`src/assert_macros.svh`:
```
// Assertion helpers used by the RTL datapath. Define ASSERT_OFF to compile them out.
`ifndef ASSERT_MACROS_SVH
`define ASSERT_MACROS_SVH

`ifndef ASSERT_OFF
`define SPQ_ASSERT(lbl, clk, rst_n, prop, msg) \
  lbl: assert property (@(posedge clk) disable iff (!rst_n) (prop)) else $error(msg);
`define SPQ_ASSERT_NEXT(lbl, clk, rst_n, ante, cons, msg) \
  lbl: assert property (@(posedge clk) disable iff (!rst_n) (ante) |=> (cons)) else $error(msg);
`else
`define SPQ_ASSERT(lbl, clk, rst_n, prop, msg)
`define SPQ_ASSERT_NEXT(lbl, clk, rst_n, ante, cons, msg)
`endif

`endif

```
`src/spq_pkg.sv`:
```
`timescale 1ns / 1ps

package spq_pkg;

  localparam int unsigned PRIO_W   = 32;
  localparam int unsigned DATA_W   = 32;
  localparam int unsigned STATUS_W = 2;
  localparam int unsigned OCC_W    = 5;

  localparam logic ACT_PUSH = 1'b0;
  localparam logic ACT_POP  = 1'b1;

  localparam logic [STATUS_W-1:0] STATUS_DONE  = 2'd0;
  localparam logic [STATUS_W-1:0] STATUS_EMPTY = 2'd1;
  localparam logic [STATUS_W-1:0] STATUS_FULL  = 2'd2;

  typedef enum logic {
    ST_IDLE,
    ST_EXEC
  } state_t;

  // controller -> datapath
  typedef struct packed {
    logic load_op;
    logic exec;
  } ctrl_cmd_t;

  // datapath -> each cell
  typedef struct packed {
    logic push;
    logic pop;
  } cell_cmd_t;

endpackage

```
`src/spq_in_if.sv`:
```
`timescale 1ns / 1ps

interface spq_in_if;
  logic                             valid;
  logic                             ready;
  logic                             action;
  logic signed [spq_pkg::PRIO_W-1:0] priority_req;
  logic [spq_pkg::DATA_W-1:0]       data;

  modport source (output valid, output action, output priority_req, output data,
                  input ready);
  modport sink   (input valid, input action, input priority_req, input data,
                  output ready);
endinterface

```
`src/spq_out_if.sv`:
```
`timescale 1ns / 1ps

interface spq_out_if;
  logic                         valid;
  logic                         ready;
  logic [spq_pkg::DATA_W-1:0]   pop_data;
  logic [spq_pkg::STATUS_W-1:0] status;
  logic [spq_pkg::OCC_W-1:0]    occupancy;

  modport source (output valid, output pop_data, output status, output occupancy,
                  input ready);
  modport sink   (input valid, input pop_data, input status, input occupancy,
                  output ready);
endinterface

```
`src/sorted_priority_queue_core.sv`:
```
`timescale 1ns / 1ps

// Bounded priority queue of QUEUE_DEPTH entries kept sorted by ascending signed
// priority; entries of equal priority leave in arrival order. Each item is a
// push or a pop and yields one result: the popped payload (zero otherwise), a
// status (done, pop while empty, push while full) and the occupancy after the
// operation. An item is accepted in the idle state and executed in the
// execute state, in which every slot compares its key with the new one and
// shifts in parallel; no new item is taken until it has executed, and the
// execute state waits while the previous result is still held in the output
// register. Slot contents are not cleared at reset; only the entry count is.
module sorted_priority_queue_core #(
  parameter int unsigned QUEUE_DEPTH   = 16,
  parameter int unsigned PAYLOAD_WIDTH = 32
) (
  input logic      clk,
  input logic      rst_n,
  spq_in_if.sink   in_if,
  spq_out_if.source out_if
);

  spq_pkg::ctrl_cmd_t cmd;

  spq_ctrl u_ctrl (
    .clk      (clk),
    .rst_n    (rst_n),
    .in_valid (in_if.valid),
    .in_ready (in_if.ready),
    .out_valid(out_if.valid),
    .out_ready(out_if.ready),
    .cmd      (cmd)
  );

  spq_datapath #(
    .QUEUE_DEPTH  (QUEUE_DEPTH),
    .PAYLOAD_WIDTH(PAYLOAD_WIDTH)
  ) u_datapath (
    .clk            (clk),
    .rst_n          (rst_n),
    .cmd            (cmd),
    .in_action      (in_if.action),
    .in_priority_req(in_if.priority_req),
    .in_data        (in_if.data),
    .out_pop_data   (out_if.pop_data),
    .out_status     (out_if.status),
    .out_occupancy  (out_if.occupancy)
  );

endmodule

```
`src/spq_cell.sv`:
```
`timescale 1ns / 1ps

// One slot of the sorted array: compares its key against the new one and
// either holds, takes its left neighbor, takes the new entry or takes its
// right neighbor.
module spq_cell #(
  parameter int unsigned PAYLOAD_WIDTH = 32
) (
  input  logic                              clk,
  input  spq_pkg::cell_cmd_t                cmd,
  input  logic                              occupied,
  input  logic                              is_tail,
  input  logic signed [spq_pkg::PRIO_W-1:0] new_prio,
  input  logic [PAYLOAD_WIDTH-1:0]          new_payload,
  input  logic                              prev_gt,
  input  logic signed [spq_pkg::PRIO_W-1:0] prev_prio,
  input  logic [PAYLOAD_WIDTH-1:0]          prev_payload,
  input  logic signed [spq_pkg::PRIO_W-1:0] next_prio,
  input  logic [PAYLOAD_WIDTH-1:0]          next_payload,
  output logic                              gt,
  output logic signed [spq_pkg::PRIO_W-1:0] prio,
  output logic [PAYLOAD_WIDTH-1:0]          payload
);

  logic signed [spq_pkg::PRIO_W-1:0] prio_r, prio_nxt;
  logic [PAYLOAD_WIDTH-1:0]          payload_r, payload_nxt;

  // strictly greater: equal keys stay in front of the new item
  assign gt = occupied && (prio_r > new_prio);

  always_comb begin
    prio_nxt    = prio_r;
    payload_nxt = payload_r;
    if (cmd.push) begin
      if (prev_gt) begin
        prio_nxt    = prev_prio;
        payload_nxt = prev_payload;
      end else if (gt || is_tail) begin
        prio_nxt    = new_prio;
        payload_nxt = new_payload;
      end
    end else if (cmd.pop) begin
      prio_nxt    = next_prio;
      payload_nxt = next_payload;
    end
  end

  always_ff @(posedge clk) begin
    prio_r    <= prio_nxt;
    payload_r <= payload_nxt;
  end

  assign prio    = prio_r;
  assign payload = payload_r;

endmodule

```
`src/spq_ctrl.sv`:
```
`timescale 1ns / 1ps

module spq_ctrl (
  input  logic               clk,
  input  logic               rst_n,
  input  logic               in_valid,
  output logic               in_ready,
  output logic               out_valid,
  input  logic               out_ready,
  output spq_pkg::ctrl_cmd_t cmd
);

  spq_pkg::state_t state_r, state_nxt;
  logic            out_valid_r, out_valid_nxt;

  always_ff @(posedge clk) begin
    if (!rst_n) begin
      state_r     <= spq_pkg::ST_IDLE;
      out_valid_r <= 1'b0;
    end else begin
      state_r     <= state_nxt;
      out_valid_r <= out_valid_nxt;
    end
  end

  always_comb begin
    state_nxt     = state_r;
    in_ready      = 1'b0;
    cmd.load_op   = 1'b0;
    cmd.exec      = 1'b0;
    out_valid_nxt = out_valid_r && !out_ready;
    case (state_r)
      spq_pkg::ST_IDLE: begin
        in_ready = 1'b1;
        if (in_valid) begin
          cmd.load_op = 1'b1;
          state_nxt   = spq_pkg::ST_EXEC;
        end
      end
      spq_pkg::ST_EXEC: begin
        // result register must be free or draining this cycle
        if (!out_valid_r || out_ready) begin
          cmd.exec      = 1'b1;
          out_valid_nxt = 1'b1;
          state_nxt     = spq_pkg::ST_IDLE;
        end
      end
      default: begin
        state_nxt = spq_pkg::ST_IDLE;
      end
    endcase
  end

  assign out_valid = out_valid_r;

endmodule

```
`src/spq_datapath.sv`:
```
`timescale 1ns / 1ps

`include "assert_macros.svh"

module spq_datapath #(
  parameter int unsigned QUEUE_DEPTH   = 16,
  parameter int unsigned PAYLOAD_WIDTH = 32
) (
  input  logic                              clk,
  input  logic                              rst_n,
  input  spq_pkg::ctrl_cmd_t                cmd,
  input  logic                              in_action,
  input  logic signed [spq_pkg::PRIO_W-1:0] in_priority_req,
  input  logic [spq_pkg::DATA_W-1:0]        in_data,
  output logic [spq_pkg::DATA_W-1:0]        out_pop_data,
  output logic [spq_pkg::STATUS_W-1:0]      out_status,
  output logic [spq_pkg::OCC_W-1:0]         out_occupancy
);

  localparam int unsigned CW = $clog2(QUEUE_DEPTH + 1);

  // operation register
  logic                              op_action_r;
  logic signed [spq_pkg::PRIO_W-1:0] op_prio_r;
  logic [PAYLOAD_WIDTH-1:0]          op_payload_r;

  logic [CW-1:0] count_r, count_nxt;

  logic [spq_pkg::DATA_W-1:0]   pop_data_r;
  logic [spq_pkg::STATUS_W-1:0] status_r, status_nxt;
  logic [spq_pkg::OCC_W-1:0]    occupancy_r;

  logic is_full, is_empty, push_ok, pop_ok;
  spq_pkg::cell_cmd_t cell_cmd;

  logic                              gt      [QUEUE_DEPTH];
  logic signed [spq_pkg::PRIO_W-1:0] prio    [QUEUE_DEPTH];
  logic [PAYLOAD_WIDTH-1:0]          payload [QUEUE_DEPTH];

  assign is_full  = (count_r == CW'(QUEUE_DEPTH));
  assign is_empty = (count_r == '0);
  assign push_ok  = cmd.exec && (op_action_r == spq_pkg::ACT_PUSH) && !is_full;
  assign pop_ok   = cmd.exec && (op_action_r == spq_pkg::ACT_POP) && !is_empty;

  assign cell_cmd.push = push_ok;
  assign cell_cmd.pop  = pop_ok;

  always_ff @(posedge clk) begin
    if (cmd.load_op) begin
      op_action_r  <= in_action;
      op_prio_r    <= in_priority_req;
      op_payload_r <= PAYLOAD_WIDTH'(in_data);
    end
  end

  for (genvar i = 0; i < QUEUE_DEPTH; i++) begin : g_cell
    logic                              prev_gt_w;
    logic signed [spq_pkg::PRIO_W-1:0] prev_prio_w, next_prio_w;
    logic [PAYLOAD_WIDTH-1:0]          prev_payload_w, next_payload_w;

    if (i == 0) begin : g_head
      assign prev_gt_w      = 1'b0;
      assign prev_prio_w    = '0;
      assign prev_payload_w = '0;
    end else begin : g_body
      assign prev_gt_w      = gt[i-1];
      assign prev_prio_w    = prio[i-1];
      assign prev_payload_w = payload[i-1];
    end

    // last slot keeps its value on a pop; it falls out of range anyway
    if (i == QUEUE_DEPTH - 1) begin : g_last
      assign next_prio_w    = prio[i];
      assign next_payload_w = payload[i];
    end else begin : g_mid
      assign next_prio_w    = prio[i+1];
      assign next_payload_w = payload[i+1];
    end

    spq_cell #(
      .PAYLOAD_WIDTH(PAYLOAD_WIDTH)
    ) u_cell (
      .clk         (clk),
      .cmd         (cell_cmd),
      .occupied    (CW'(i) < count_r),
      .is_tail     (CW'(i) == count_r),
      .new_prio    (op_prio_r),
      .new_payload (op_payload_r),
      .prev_gt     (prev_gt_w),
      .prev_prio   (prev_prio_w),
      .prev_payload(prev_payload_w),
      .next_prio   (next_prio_w),
      .next_payload(next_payload_w),
      .gt          (gt[i]),
      .prio        (prio[i]),
      .payload     (payload[i])
    );
  end

  always_comb begin
    count_nxt  = count_r;
    status_nxt = spq_pkg::STATUS_DONE;
    if (push_ok) begin
      count_nxt = count_r + 1'b1;
    end else if (pop_ok) begin
      count_nxt = count_r - 1'b1;
    end else if (op_action_r == spq_pkg::ACT_PUSH) begin
      status_nxt = spq_pkg::STATUS_FULL;
    end else begin
      status_nxt = spq_pkg::STATUS_EMPTY;
    end
  end

  always_ff @(posedge clk) begin
    if (!rst_n) begin
      count_r <= '0;
    end else begin
      count_r <= count_nxt;
    end
  end

  always_ff @(posedge clk) begin
    if (cmd.exec) begin
      pop_data_r  <= pop_ok ? spq_pkg::DATA_W'(payload[0]) : '0;
      status_r    <= status_nxt;
      occupancy_r <= spq_pkg::OCC_W'(count_nxt);
    end
  end

  assign out_pop_data  = pop_data_r;
  assign out_status    = status_r;
  assign out_occupancy = occupancy_r;

  `SPQ_ASSERT(a_count_bound, clk, rst_n, count_r <= CW'(QUEUE_DEPTH), "entry count over depth")
  `SPQ_ASSERT_NEXT(a_count_hold, clk, rst_n, !cmd.exec, $stable(count_r), "count moved while idle")
  `SPQ_ASSERT(a_head_sorted, clk, rst_n, (count_r < CW'(2)) || (prio[0] <= prio[1]), "head out of order")

endmodule

```
`src/flat_wrapper.sv`:
```
// flat-port wrapper written by rule: the top's interface ports become plain ports
module sorted_priority_queue_core_flat 
#(
  parameter int unsigned QUEUE_DEPTH   = 16,
  parameter int unsigned PAYLOAD_WIDTH = 32
)
  (clk, rst_n, in_if_valid, in_if_action, in_if_priority_req, in_if_data, in_if_ready, out_if_valid, out_if_pop_data, out_if_status, out_if_occupancy, out_if_ready);
  spq_in_if in_if_i ();
  spq_out_if out_if_i ();
  input logic clk;
  input logic rst_n;
  input wire logic [$bits(in_if_i.valid)-1:0] in_if_valid;
  input wire logic [$bits(in_if_i.action)-1:0] in_if_action;
  input wire logic [$bits(in_if_i.priority_req)-1:0] in_if_priority_req;
  input wire logic [$bits(in_if_i.data)-1:0] in_if_data;
  output wire logic [$bits(in_if_i.ready)-1:0] in_if_ready;
  output wire logic [$bits(out_if_i.valid)-1:0] out_if_valid;
  output wire logic [$bits(out_if_i.pop_data)-1:0] out_if_pop_data;
  output wire logic [$bits(out_if_i.status)-1:0] out_if_status;
  output wire logic [$bits(out_if_i.occupancy)-1:0] out_if_occupancy;
  input wire logic [$bits(out_if_i.ready)-1:0] out_if_ready;
  assign in_if_i.valid = in_if_valid;
  assign in_if_i.action = in_if_action;
  assign in_if_i.priority_req = in_if_priority_req;
  assign in_if_i.data = in_if_data;
  assign in_if_ready = in_if_i.ready;
  assign out_if_valid = out_if_i.valid;
  assign out_if_pop_data = out_if_i.pop_data;
  assign out_if_status = out_if_i.status;
  assign out_if_occupancy = out_if_i.occupancy;
  assign out_if_i.ready = out_if_ready;
  sorted_priority_queue_core #(.QUEUE_DEPTH(QUEUE_DEPTH), .PAYLOAD_WIDTH(PAYLOAD_WIDTH)) u_core (.clk(clk), .rst_n(rst_n), .in_if(in_if_i), .out_if(out_if_i));
endmodule
```
`config.mk`:
```
export PLATFORM = sky130hd
export DESIGN_NAME = sorted_priority_queue_core_flat
export DESIGN_NICKNAME = d
export VERILOG_FILES = /design/src/spq_pkg.sv /design/src/spq_in_if.sv /design/src/spq_out_if.sv /design/src/sorted_priority_queue_core.sv /design/src/spq_cell.sv /design/src/spq_ctrl.sv /design/src/spq_datapath.sv /design/src/flat_wrapper.sv
export VERILOG_INCLUDE_DIRS = /design/src /design/src/src
export SDC_FILE = /design/constraint.sdc
export NUM_CORES = 2
export LEC_CHECK = 0
export ABC_AREA = 0
export ABC_CLOCK_PERIOD_IN_PS = 6800
export BUFFER_PORTS_ARGS = -buffer_cell sky130_fd_sc_hd__buf_2
export CORE_ASPECT_RATIO = 1.4
export CORE_MARGIN = 2
export CORE_UTILIZATION = 50
export CTS_BUF_LIST = sky130_fd_sc_hd__clkbuf_4
export DETAILED_ROUTE_END_ITERATION = 8
export HOLD_SLACK_MARGIN = 0.12
export PLACE_DENSITY = 0.68
export SKIP_CTS_REPAIR_TIMING = 1
export SLEW_MARGIN = 5
export SYNTH_ARGS = -nofsm -noshare
export SYNTH_HDL_FRONTEND = slang
export SYNTH_HIERARCHICAL = 1
export SYNTH_SLANG_ARGS = --single-unit
```
`constraint.sdc`:
```
create_clock -name clk -period 6.8 [get_ports clk]
set_clock_uncertainty 0.15 [all_clocks]
set_input_delay 0.34 -clock clk [delete_from_list [all_inputs] [get_ports clk]]
set_output_delay 0.34 -clock clk [all_outputs]
set_load 0.05 [all_outputs]
```
# Word-level counts from Yosys, hierarchy flattened
# Index checks and enable logic that the tools add are counted.
[totals] out_inout_bits=41 elab_cells=304 regBits=1135 in_bits=69
[op_classes] n_lt_le_gt_ge=32 n_bitwise=2 n_mux=134 reduce_logical=62 n_addsub=2 eq_ne=31
[op_table] op="32-bit 2-to-1 mux" n=122
[op_table] op="32-bit greater-than comparator" n=16
[op_table] op="3-bit by 1-bit inequality test with 1-bit output, second input constant" n=14
[op_table] op="4-bit by 5-bit equality test with 1-bit output, first input constant" n=8
[op_table] op="4-bit by 5-bit < comparator with 1-bit output, first input constant" n=8
[op_table] op="2-bit AND reduction" n=16
[op_table] op="1-bit logical AND" n=21
[op_table] op="3-bit by 5-bit equality test with 1-bit output, first input constant" n=4
[op_table] op="3-bit by 5-bit < comparator with 1-bit output, first input constant" n=4
[op_table] op="1-bit logical OR" n=17
[op_table] op="2-bit by 5-bit equality test with 1-bit output, first input constant" n=2
[op_table] op="1-bit by 5-bit < comparator with 1-bit output, first input constant" n=2
[op_table] op="2-bit by 5-bit < comparator with 1-bit output, first input constant" n=2
[op_table] op="5-bit 2-to-1 mux" n=2
[op_table] op="1-bit 2-to-1 mux" n=8
[op_table] op="5-bit by 1-bit adder with 5-bit output, second input constant" n=1
[op_table] op="1-bit by 5-bit equality test with 1-bit output, first input constant" n=1
[op_table] op="5-bit equality test, second input constant" n=1
[op_table] op="5-bit zero test" n=1
[op_table] op="5-bit by 1-bit subtractor with 5-bit output, second input constant" n=1
[op_table] op="1-bit zero test" n=4
[op_table] op="2-bit nonzero test" n=2
[op_table] op="2-bit 2-to-1 mux" n=1
[op_table] op="2-bit by 1-bit inequality test with 1-bit output, second input constant" n=1
[op_table] op="3 further kinds" n=4

# Logic depth before layout (Yosys ltp)
[logic_depth] ltp_word=8 mapped_depth=13 mapped_depth_nobuf=12

# Cells and area by module
# Netlist, hierarchy kept.
[modules_own_cells] mod="spq_cell at u_core.u_datapath.g_cell[0].u_cell ..." cells_per_inst=397 instances=13 area_per_inst_um2=4068.9 seq_area_each_um2=1921.8
[modules_own_cells] mod="spq_cell at u_core.u_datapath.g_cell[8].u_cell ..." cells_per_inst=403 instances=2 area_per_inst_um2=4086.4 seq_area_each_um2=1921.8
[modules_own_cells] mod="spq_cell at u_core.u_datapath.g_cell[13].u_cell" cells_per_inst=399 instances=1 area_per_inst_um2=4080.2 seq_area_each_um2=1921.8
[modules_own_cells] mod="spq_datapath" cells_per_inst=241 instances=1 area_per_inst_um2=4063.9 seq_area_each_um2=3223.1
[modules_own_cells] mod="spq_ctrl" cells_per_inst=9 instances=1 area_per_inst_um2=102.6 seq_area_each_um2=40.0

# Worst setup path before layout
# Ideal clock, no wire load.
[synth_timing] path_kind="reg-to-reg" startpoint="register u_core.u_ctrl.out_valid_r, in the netlist u_core/u_ctrl/out_valid" endpoint="register u_core.u_datapath.g_cell[0].u_cell.payload_r[0] (enable)" path_slack_ns=-0.705 path_stages_with_launch=8 setup_time_ns=0.523 arrival_ns=6.831 path_buffers=1 required_ns=6.127 period_less_slack_ns=7.505 cell_sequence="dfxtp_1 nand2b_4 and2_1 nand2b_1 nor2_4 clkbuf_1 nor2_1 o41ai_2"
[synth_rtl] item="start, declared" line="spq_ctrl.sv:14" rtl="logic out_valid_r, out_valid_nxt;"
[synth_rtl] item="start signal, assigned" line="spq_ctrl.sv:22" rtl="out_valid_r <= out_valid_nxt;"
[synth_rtl] item="end signal, assigned" line="spq_cell.sv:50" rtl="payload_r <= payload_nxt;"
[synth_rtl] item="end, declared" line="spq_cell.sv:26" rtl="logic [PAYLOAD_WIDTH-1:0] payload_r, payload_nxt;"

# Worst setup path in the final report
[layout_timing] startpoint="register u_core/u_datapath/op_prio_r[13] (netlist name)" endpoint="register u_core.u_datapath.g_cell[1].u_cell.prio_r (netlist bit u_core/u_datapath/g_cell[1].u_cell/prio[7]) (data pin)"
[layout_between] elab_chain_len=4
[layout_lines] item="start, declared" line="spq_datapath.sv:24" rtl="logic signed [spq_pkg::PRIO_W-1:0] op_prio_r;"
[layout_lines] item="start signal, assigned" line="spq_datapath.sv:51" rtl="op_prio_r <= in_priority_req;"
[layout_lines] item="32-bit greater-than comparator" line="spq_cell.sv:29" rtl="assign gt = occupied && (prio_r > new_prio);"
[layout_lines] item="1-bit logical AND" line="spq_cell.sv:29"
[layout_lines] item="via u_core.u_datapath.g_cell[1].prev_gt_w" line="spq_datapath.sv:57" rtl="logic prev_gt_w;"
[layout_lines] item="32-bit 2-to-1 mux" line="spq_cell.sv:35" rtl="if (prev_gt) begin"
[layout_lines] item="32-bit 2-to-1 mux" line="spq_cell.sv:34" rtl="if (cmd.push) begin"
[layout_lines] item="via u_core.u_datapath.g_cell[1].u_cell.prio_nxt (one bit)" line="spq_cell.sv:25" rtl="logic signed [spq_pkg::PRIO_W-1:0] prio_r, prio_nxt;"
[layout_lines] item="end signal, assigned" line="spq_cell.sv:49" rtl="prio_r <= prio_nxt;"
[layout_lines] item="end, declared" line="spq_cell.sv:25"
# The timed path passes the listed nets, and every way through them passes these cells.
# A chain may end at the register's enable or synchronous reset.

==> results.md <==
- The total negative slack is 0 ns.
- The count of nets left with antenna violations once routing finished came out at 0.
- The die covers 0.142 mm².
- The first global-routing pass estimated 296000 µm of wire.
- The clock tree synthesis step divided the H-tree into 5 levels.
- The worst setup timing slack at the placement stage is 1.74 ns.
- Dividing the detail-routed via count by the number of cells gives 5.86.
- The final critical path takes up 75.4% of the cycle.
- The clock tree from TritonCTS is done.
- Summing every instance area after synthesis gives 0.0693 mm².
- In this run, placement finished with an instance count of 8358.
- The die width is 319 µm.
- For this design, the slowest cell found on the critical path is edfxtp_1.
- The worst slew margin relative to its limit is 12.0%.
- The leakage power figure is 29.7 nW.
- The initial antenna violation count is 4.
- The maximum cell stage delay along the critical path is 0.89 ns.
- Clock-pin slew was measured on the worst setup and hold paths at 0.06 ns.
- The synthesized area per cell is 10.5 µm².
- The worst min-delay path category is in -> reg.
- The via count of the first global-routing pass is 54712.
- Hold timing on the final database bottoms out at a slack of 0.185 ns.
- The total number of clock tree sinks is 1135.
- The highest attainable clock frequency is 195 MHz.
- The power density normalized to cell area is 217 mW/mm².
- The violation count after the first detailed-routing iteration is 3823.
- The total count of max-transition violations in the final report is 0.
- For this design the total switching power over the nets is 0.00480 W.
- Port buffering added 109 buffers.
- Before antenna repair, the detailed router went through 6 iterations.
- Summing all placed instances gives a cell area of 0.0722 mm².
- The overall die height is 445 µm.
- No sink is reached through more buffers than the 4 on the longest clock path.
- The ratio of cells with drive above 1 in the final layout is 10.7%.
- The cell area after layout is 0.0775 mm².
- Setup repair after global routing left no endpoint under its margin.
- The total setup violations reported at the end of the flow is 0.
- Clock tree synthesis inserted a total of 313 buffers.
- Once the floorplan was initialized, standard cells occupied 50.4% of the core.
- After detailed routing, the number of remaining DRC violations is 0.
- After legalization and detailed placement, the total HPWL measured 131000 µm.
- Along the worst hold path, the cell count comes to 3.
- The clock share of power is 35.3%.
- Across every metal layer, demand over resource in global routing totals 26.6%.
- During synthesis, Yosys emitted a total of 6 warnings.
- The actual transition at the worst max-transition pin is 1.32 ns.
- The overflow left after global routing is 0.
- The number of hold violations in the final report was 0.
- The start-to-end type of the worst setup path is reg -> reg.
- The routed design could run at a clock period as short as 5.13 ns.
- The type of element capturing the critical path is a flip-flop.
- The core region is 0.138 mm².
- The share of total power dissipated in combinational logic is 14.3%.
- The clock tree root driver cell is clkbuf_4.
- The critical path contains buffers and inverters numbering 4 combined.
- The worst-case setup margin in the final layout is 1.67 ns.
- The cell repeated most along the worst path is buf_4.
- The count of cells in the finished layout, fillers not included, comes to 9035.
- The launching element type of the critical path is a flip-flop.
- The routed via count is 52944.
- The total internal power is 0.0120 W.
- The count of cells along the worst register-to-register path is 13.
- The number of top-level pins is 110.
- The final layout contains 7637 nets.
- The count of maximum capacitance violations is 0.
- The total wire length after detailed routing is 194000 µm.
- STA puts the critical path data required time at 7.61 ns.
- The critical path's top delay family is buffers and inverters.
- The signal arrival time at the worst endpoint is 5.94 ns.
- After detailed routing, the average wire length per cell comes to 21.4 µm.
- Traced cell by cell, the critical path runs through buf_4, inv_1, ha_1, nand4_2, nor4_2, a21boi_1, or3_1, a21oi_2, nor3_2, buf_4, buf_4, mux2i_1, a21oi_1.
- Per report_power, the sequential group accounts for 50.4% of the total.
- The critical path depth is 13.
- The number of cell rows is 161.
- Entering global routing, the biggest net connects 265 pins.
- Of the total power, the share spent switching nets is 28.5%.
- The global placement routability congestion is 0.891.
- The maximum fanout along the worst path is 33.
- The area growth from synthesis to layout is 11.8%.
- The count of filler cells inserted in the layout is 11985.
- Synthesis produced a netlist whose cell count is 6615.
- The run finished with clean final reports.
- For the worst-skew pair, the clock arrives at the later sink with an insertion delay of 1.34 ns.
- The peak supply drop is 0.000204 V.
-- path summary, 6_finish.rpt --
check / start / endpoint / slack (ns)
setup / recovery: u_core/u_datapath/op_prio_r[13] / u_core/u_datapath/g_cell[1].u_cell/prio[7] / 1.67
hold reg to reg: u_core/u_datapath/g_cell[2].u_cell/payload[7] / u_core/u_datapath/g_cell[1].u_cell/payload[7] / 0.35
setup reg to reg: u_core/u_datapath/op_prio_r[13] / u_core/u_datapath/g_cell[1].u_cell/prio[7] / 1.67
hold / removal: in_if_priority_req[22] / u_core/u_datapath/op_prio_r[22] / 0.18
-- per-stage QoR --
step | util (%) | total power (W)
after floorplan | - | 0.0102
after global placement | 52.5 | 0.0108
after detailed placement | 52.5 | 0.0109
after CTS | 55.1 | 0.0169
after global routing | 56.3 | 0.0177
final | 56.3 | 0.0168
-- layer usage --
layer | vias to the layer above | track usage, % | wire [µm]
met4 | 0 | 16.9 | 11400
met1 | 25973 | 27.8 | 70900
met3 | 515 | 4.25 | 8410
li1 | 24999 | - | -
met2 | 1457 | 49.3 | 103000
met5 | - | 0 | 0
-- cell type report --
| cell class | count | area [µm²] | area share, % |
|---|---|---|---|
| flip-flops and latches | 1135 | 34000 | 43.9 |
| inverters | 535 | 2010 | 2.59 |
| clock inverters | 69 | 324 | 0.418 |
| multi-input cells | 4666 | 32300 | 41.7 |
| diodes | 3 | 7.51 | 0.00969 |
| repair buffers | 400 | 3310 | 4.27 |
| clock buffers | 434 | 3260 | 4.20 |
| well taps | 1793 | 2240 | 2.89 |
-- state kept, by name, indices dropped and copies added (netlist names) --
signal and flops:
u_core/u_datapath/out_occupancy 5, u_core/u_datapath/out_pop_data 32, u_core/u_datapath/op_payload_r 32, u_core/u_datapath/g_cell.u_cell/payload 512, u_core/u_ctrl/out_valid 1, u_core/u_ctrl/state_r 1, u_core/u_datapath/op_prio_r 32, u_core/u_datapath/count_r 5
u_core/u_datapath/out_status 2, u_core/u_datapath/op_action_r 1, u_core/u_datapath/g_cell.u_cell/prio 512
-- placed cells by master (no fill, tap or decap), types with 26 or more instances in the layout --
cell type,instances
conb_1,66
buf_2,109
nor2_1,1104
clkinv_1,56
buf_4,108
dlygate4sd3_1,171
nand2_1,144
and2_1,49
edfxtp_1,1128
ha_1,517
nor4_2,26
a21oi_1,1237
clkbuf_4,434
mux2i_1,1026
a21o_1,41
inv_1,535
nand3_1,45
o21ai_0,68
nand4_1,86
-- worst min-delay path, cell delays in order --
cell and delay (ns):
dlygate4sd3_1 0.51, buf_2 0.09, dlygate4sd3_1 0.53
-- power by group through the flow --
stage	Sequential, W	Clock (W)	Combinational (W)
2_1_floorplan	0.00857	0	0.00160
3_3_place_gp	0.00864	0	0.00221
3_5_place_dp	0.00864	0	0.00230
4_1_cts	0.00849	0.00612	0.00231
5_1_grt	0.00852	0.00647	0.00267
6_report	0.00849	0.00594	0.00241
(Power assumes the default switching activity.)
